--- src/hdl/dpfa_pkg.sv ---
// Shared types and constants for the demand page frame allocator.
// Holds field widths, op and status codes, and the controller/datapath
// command and status structs. No dependencies.
`timescale 1ns / 1ps

package dpfa_pkg;

    // Field widths of the input and result words
    localparam int OP_W     = 2;
    localparam int PROC_W   = 4;
    localparam int PAGE_W   = 11;
    localparam int STAT_W   = 3;
    localparam int FRAME_OW = 14;
    localparam int TOTAL_W  = 32;

    typedef logic [OP_W-1:0]   t_op;
    typedef logic [STAT_W-1:0] t_status;

    // Operation codes
    localparam t_op OP_ACCESS  = 2'd0;
    localparam t_op OP_ALLOC   = 2'd1;
    localparam t_op OP_RELEASE = 2'd2;

    // Result status codes
    localparam t_status ST_HIT      = 3'd0;
    localparam t_status ST_FAULT    = 3'd1;
    localparam t_status ST_SWAPPED  = 3'd2;
    localparam t_status ST_NOFRAME  = 3'd3;
    localparam t_status ST_RELEASED = 3'd4;

    // Commands from the controller to the datapath
    typedef struct packed {
        logic clear_step;
        logic accept;
        logic decide;
        logic walk_rd;
        logic load_out;
    } t_cmd;

    // Status from the datapath to the controller
    typedef struct packed {
        logic clr_last;
        logic in_acc;
        logic in_rel;
        logic need_swap;
        logic walk_last;
        logic out_free;
    } t_sts;

endpackage

--- src/hdl/dpfa_ctrl.sv ---
// Controller state machine of the demand page frame allocator.
// Sequences the reset clear, lookup, page walk and result handoff.
// Depends on dpfa_pkg.
`timescale 1ns / 1ps

module dpfa_ctrl (
    input  logic          i_clk,
    input  logic          i_rst_n,
    input  logic          i_valid,
    input  dpfa_pkg::t_sts i_sts,
    output dpfa_pkg::t_cmd o_cmd,
    output logic          o_in_ready
);
    import dpfa_pkg::*;

    typedef enum logic [2:0] {
        S_CLEAR,
        S_IDLE,
        S_DECIDE,
        S_WALK,
        S_RESP
    } t_state;

    t_state r_state;
    t_state n_state;

    // Decode commands and next state
    always_comb begin
        o_cmd      = '0;
        o_in_ready = 1'b0;
        n_state    = r_state;
        unique case (r_state)
            S_CLEAR: begin
                o_cmd.clear_step = 1'b1;
                if (i_sts.clr_last) begin
                    n_state = S_IDLE;
                end
            end
            S_IDLE: begin
                o_in_ready   = 1'b1;
                o_cmd.accept = i_valid;
                if (i_valid) begin
                    priority if (i_sts.in_acc) begin
                        n_state = S_DECIDE;
                    end else if (i_sts.in_rel) begin
                        n_state = S_WALK;
                    end else begin
                        n_state = S_RESP;
                    end
                end
            end
            S_DECIDE: begin
                o_cmd.decide = 1'b1;
                n_state = i_sts.need_swap ? S_WALK : S_RESP;
            end
            S_WALK: begin
                o_cmd.walk_rd = 1'b1;
                if (i_sts.walk_last) begin
                    n_state = S_RESP;
                end
            end
            S_RESP: begin
                if (i_sts.out_free) begin
                    o_cmd.load_out = 1'b1;
                    n_state = S_IDLE;
                end
            end
            default: begin
                n_state = S_IDLE;
            end
        endcase
    end

    // Hold state
    always_ff @(posedge i_clk) begin
        if (!i_rst_n) begin
            r_state <= S_CLEAR;
        end else begin
            r_state <= n_state;
        end
    end

endmodule

--- config.mk ---
export PLATFORM = sky130hd
export DESIGN_NAME = dpfa_ctrl
export DESIGN_NICKNAME = d
export VERILOG_FILES = /design/src/hdl/dpfa_pkg.sv /design/src/hdl/dpfa_ctrl.sv
export SDC_FILE = /design/constraint.sdc
export NUM_CORES = 1
export LEC_CHECK = 0
export ABC_AREA = 1
export BUFFER_PORTS_ARGS = -buffer_cell sky130_fd_sc_hd__buf_2
export CAP_MARGIN = 30
export CORE_AREA = 5 5 42 44
export CTS_CLUSTER_SIZE = 16
export DETAILED_ROUTE_END_ITERATION = 12
export DIE_AREA = 0 0 47 49
export PLACE_DENSITY = 0.48
export SETUP_SLACK_MARGIN = 0.05
export SLEW_MARGIN = 25
export SYNTH_ARGS = -nofsm -noshare
export SYNTH_HDL_FRONTEND = slang
export SYNTH_SLANG_ARGS = --single-unit
--- constraint.sdc ---
create_clock -name i_clk -period 1 [get_ports i_clk]
set_input_delay 0.2 -clock i_clk [delete_from_list [all_inputs] [get_ports i_clk]]
set_output_delay 0.2 -clock i_clk [all_outputs]
set_load 0.02 [all_outputs]
After elaboration in Yosys (flattened, before gate mapping)
Cells that the tools add are included.
{"block": "totals", "in_bits": 9, "elab_cells": 26, "mem_count": 0, "output_inout_bits": 6, "regBits": 3, "latchBits": 0, "mem_bits_ro": 0, "mem_bits_rw": 0}
{"block": "op_classes", "n_eq_ne": 8, "addsub": 0, "n_shift": 0, "n_lt_le_gt_ge": 0, "muxes": 15, "mul": 0, "n_reduce_logical": 2, "bitwise_logic": 0, "div": 0}
{"op": "2-to-1 mux 3 bit", "count": 7}
{"op": "one-hot mux 3 bit (5 select lines)", "count": 1}
{"op": "!= test 2 bit, second input constant", "count": 4}
{"op": "2-to-1 mux 1 bit", "count": 7}
{"op": "== test 3 x 2 -> 1 bit, second input constant", "count": 2}
{"op": "AND reduction 4 bit", "count": 1}
{"op": "== test 3 x 1 -> 1 bit, second input constant", "count": 1}
{"op": "== test 3 bit, second input constant", "count": 1}
{"op": "zero test 3 bit", "count": 1}

Depth between registers and ports, before layout
{"block": "depth", "depth_word": 4, "depth_mapped": 8}

Worst setup path after synthesis
OpenSTA, ideal clock, no wires.
{"block": "synth_timing", "kind": "register to output", "startpoint": "reg r_state[0]", "endpoint": "out o_cmd[0] (netlist bit)", "path_stages_with_launch": 5, "arrival_time_ns": 1.076, "path_buffers": 1, "path_slack_ns": -0.276, "t_required_ns": 0.800, "cell_sequence": "dfxtp_1 buf_6 nor2_2 inv_1 nor3_1"}
{"element": "from (decl)", "line": "dpfa_ctrl.sv:24", "source": "t_state r_state;"}
{"element": "from (signal assigned)", "line": "dpfa_ctrl.sv:79", "source": "r_state <= n_state;"}
{"element": "to (decl)", "line": "dpfa_ctrl.sv:11", "source": "output dpfa_pkg::t_cmd o_cmd,"}

==> results by group <==
Timing
  – Period utilization: 123%
  – TNS Setup: -1.68 ns
  – Final Hold Vio Count: 0
  – Clock period minus worst slack: 1.23 ns
  – Fin Hold WS: 0.211 ns
  – Setup ws final: -0.233 ns
  – Slew HR: 90.0%
  – Fmax: 0.811 GHz
  – Final max-slew violation count: 0
  – Clk_skew: 0.00410 ns
  – Worst slew pin tran: 0.149 ns
  – Final setup fails: 9
  – Unrepaired setup endpoints after global routing: yes

Yosys
  – Cell accounting for the most synthesized area: dfxtp_1
  – Compound-Gate Fraction of Synth Area: 7.84%
  – Post-Synth XOR/XNOR Area: 0%
  – Main synth FF type: dfxtp_1
  – Synth warn: 0
  – Synth Area in Adders: 0%
  – Synthesized flop and latch total: 3
  – Top area cells in the synthesized netlist: dfxtp_1 19%, inv_1 11%, nand2_2 9.8%
  – Fraction of synthesized area in multiplexers: 0%
  – Yosys top cell area share: 18.8%
  – Average size of a mapped cell: 6.38 µm²
  – Post-synth ARST share: 0%
  – Distinct cells, synth: 19
  – Syn Std Cell Area: 319 µm²
  – Sequential area share after synthesis: 18.8%
  – Largest family of logic cells by synthesized area: simple AND/OR/NAND/NOR gates
  – Simple-Gate Fraction of Synth Area: 53.3%
  – Cells after Synth: 50
  – Post-synth EDFFs: 0
  – Syn nets: 59

Worst setup path
  – Worst Setup Path Type: flip-flop to primary output
  – Worst Path Arrival: 1.03 ns
  – Worst Path Max Fanout: 6
  – Crit path top cell by count: buf_6
  – Kind of end point of the critical path: primary output
  – Startpoint types: flip-flop
  – Slowest-stage cell, CP: dfxtp_4
  – Reg2Reg Depth: 7
  – CP max stage delay: 0.37 ns
  – Crit path required time: 0.80 ns
  – Crit-path cells: buf_6 > nor3_4 > buf_6

Power
  – Gate power share: 69.4%
  – Leakage power: 0.334 nW
  – Peak supply drop: 0.918 mV
  – Clk network pwr share: 14.5%
  – Pwr dens: 2260 nW/µm²
  – Int Pwr: 0.829 mW
  – Pwr Total: 1.47 mW
  – Reg power frac: 16.2%
  – Psw: 0.645 mW
  – Sw Ratio: 43.7%

CTS
  – Worst-skew pair later-pin latency: 0.23 ns
  – Root Buffer Master: clkbuf_4
  – Sink Count: 3
  – H-tree depth: 1
  – Clock buffer depth: 2
  – CTS tree: yes
  – CTS Buf Count: 3
  – Hold_buf cts: 0
  – CTS clk-pin slew, worst paths: 0.04 ns

Route
  – Pre-Repair DR Iteration Count: 1
  – Vias/cell: 4.14
  – Drc violations: 0
  – Wire length per cell: 9.95 µm
  – Vias after detailed routing: 397
  – Initial DRC Count: 0
  – WL final: 955 µm
  – Antenna Nets Post-Route: 0

Layout
  – Max reg flops: 3
  – Syn-to-layout area delta: 104%
  – Non-filler cells, final: 96
  – Commonest cells after routing, fill and taps aside: 10 x buf_6, 10 x buf_4, 8 x buf_2
  – N_diodes: 0
  – Largest Register: r_state
  – Post-layout nets: 90
  – Filler cell count: 150
  – Fin area: 652 µm²
  – Largest regs: r_state (3)
  – Share of cells above drive strength 1: 70.0%

Placed design
  – Area after DPL: 478 µm²
  – Final Wtd Congestion: 0.758
  – DP HPWL: 681 µm
  – Placed cell count: 86
  – Buffers on Ports: 14

GRT
  – Grt total ovfl: 0
  – Initial antenna violation count: 0
  – Vias in the first global route: 435
  – GRT Total Usage: 9.36%
  – Largest net degree at the start of global routing: 7
  – First-pass GRT wire length: 1620 µm

Floorplan
  – Initial Util: 22.8%
  – I/O pin count: 15
  – Core ar.: 1400 µm²
  – DIE AREA: 2300 µm²
  – Die extent in x: 47 µm
  – Chip Height: 49 µm
  – Site Rows: 14

Run status
  – Failing checks: setup timing
  – Status: complete, but fails checks

Worst hold path
  – Worst Hold Class: input port to flip-flop
  – WHS Path Cells: 3

Job
  – Max-Cap Viols: 0
==> critical path: cells and delay by family, from the launching register on <==
family / cells / cell delay, ns
simple gates: 1 / 0.17
flops: 1 / 0.37
buf+inv: 2 / 0.27
==> cells in the mapped netlist, types with 2 or more instances <==
| master | count |
|---|---|
| dfxtp_1 | 3 |
| a21oi_1 | 2 |
| nand2_2 | 5 |
| nand2_1 | 5 |
| nor3_1 | 2 |
| buf_6 | 2 |
| inv_1 | 9 |
| nor2_2 | 4 |
| inv_2 | 2 |
| o21ai_0 | 2 |
| nand3_1 | 3 |
| nor2_1 | 4 |
==> stage by stage <==
step	utilization, %	setup slack, ns
finish	46.5	-0.233
global route	46.5	-0.299
CTS	44.6	-0.252
detailed placement	34.1	-0.190
global placement	34.1	-0.162
floorplan	-	-0.0772
==> layout make-up <==
cell class | count | area, µm² | area share, %
Sequential cell | 3 | 71.3 | 10.9
Tap cell | 16 | 20.0 | 3.07
Clock buffer | 4 | 26.3 | 4.03
Multi-Input combinational cell | 34 | 263 | 40.3
Timing Repair Buffer | 28 | 228 | 34.9
Inverter | 11 | 43.8 | 6.72
==> power by group through the flow <==
stage          Combinational [mW]  Clock (mW)  Sequential (mW)
5_1_grt                      1.11       0.237            0.242
3_5_place_dp                0.694           0            0.219
3_3_place_gp                0.689           0            0.221
4_1_cts                     0.968       0.225            0.242
2_1_floorplan               0.552           0            0.180
6_report                     1.02       0.213            0.238
==> cell families after synthesis <==
kind of cell / Yosys count
simple gates: 29
buf+inv: 13
compound gates: 5
flops: 3
==> metal layers <==
layer / GRT usage [%] / part of all wire [%]
met2: 16.7 / 57
met5: 0 / 0
met1: 9.65 / 39
met4: 5.53 / 0
met3: 1.11 / 4.1
==> worst paths after layout <==
check | from | slack, ns | end
setup / recovery | r_state[2] | -0.23 | o_cmd[2]
hold / removal | i_rst_n | 0.21 | r_state[0]
setup reg to reg | r_state[2] | -0.15 | r_state[0]
hold reg to reg | r_state[0] | 0.72 | r_state[1]
==> timing repair <==
action,4_1_cts,5_1_grt
pin swaps,4,3
endpoints found under the setup margin,9,9
cloned,0,0
buffers inserted,5,1
gates resized for setup,26,4
hold endpoints to repair,0,0
Note: power is estimated with default switching activity, not from simulation.
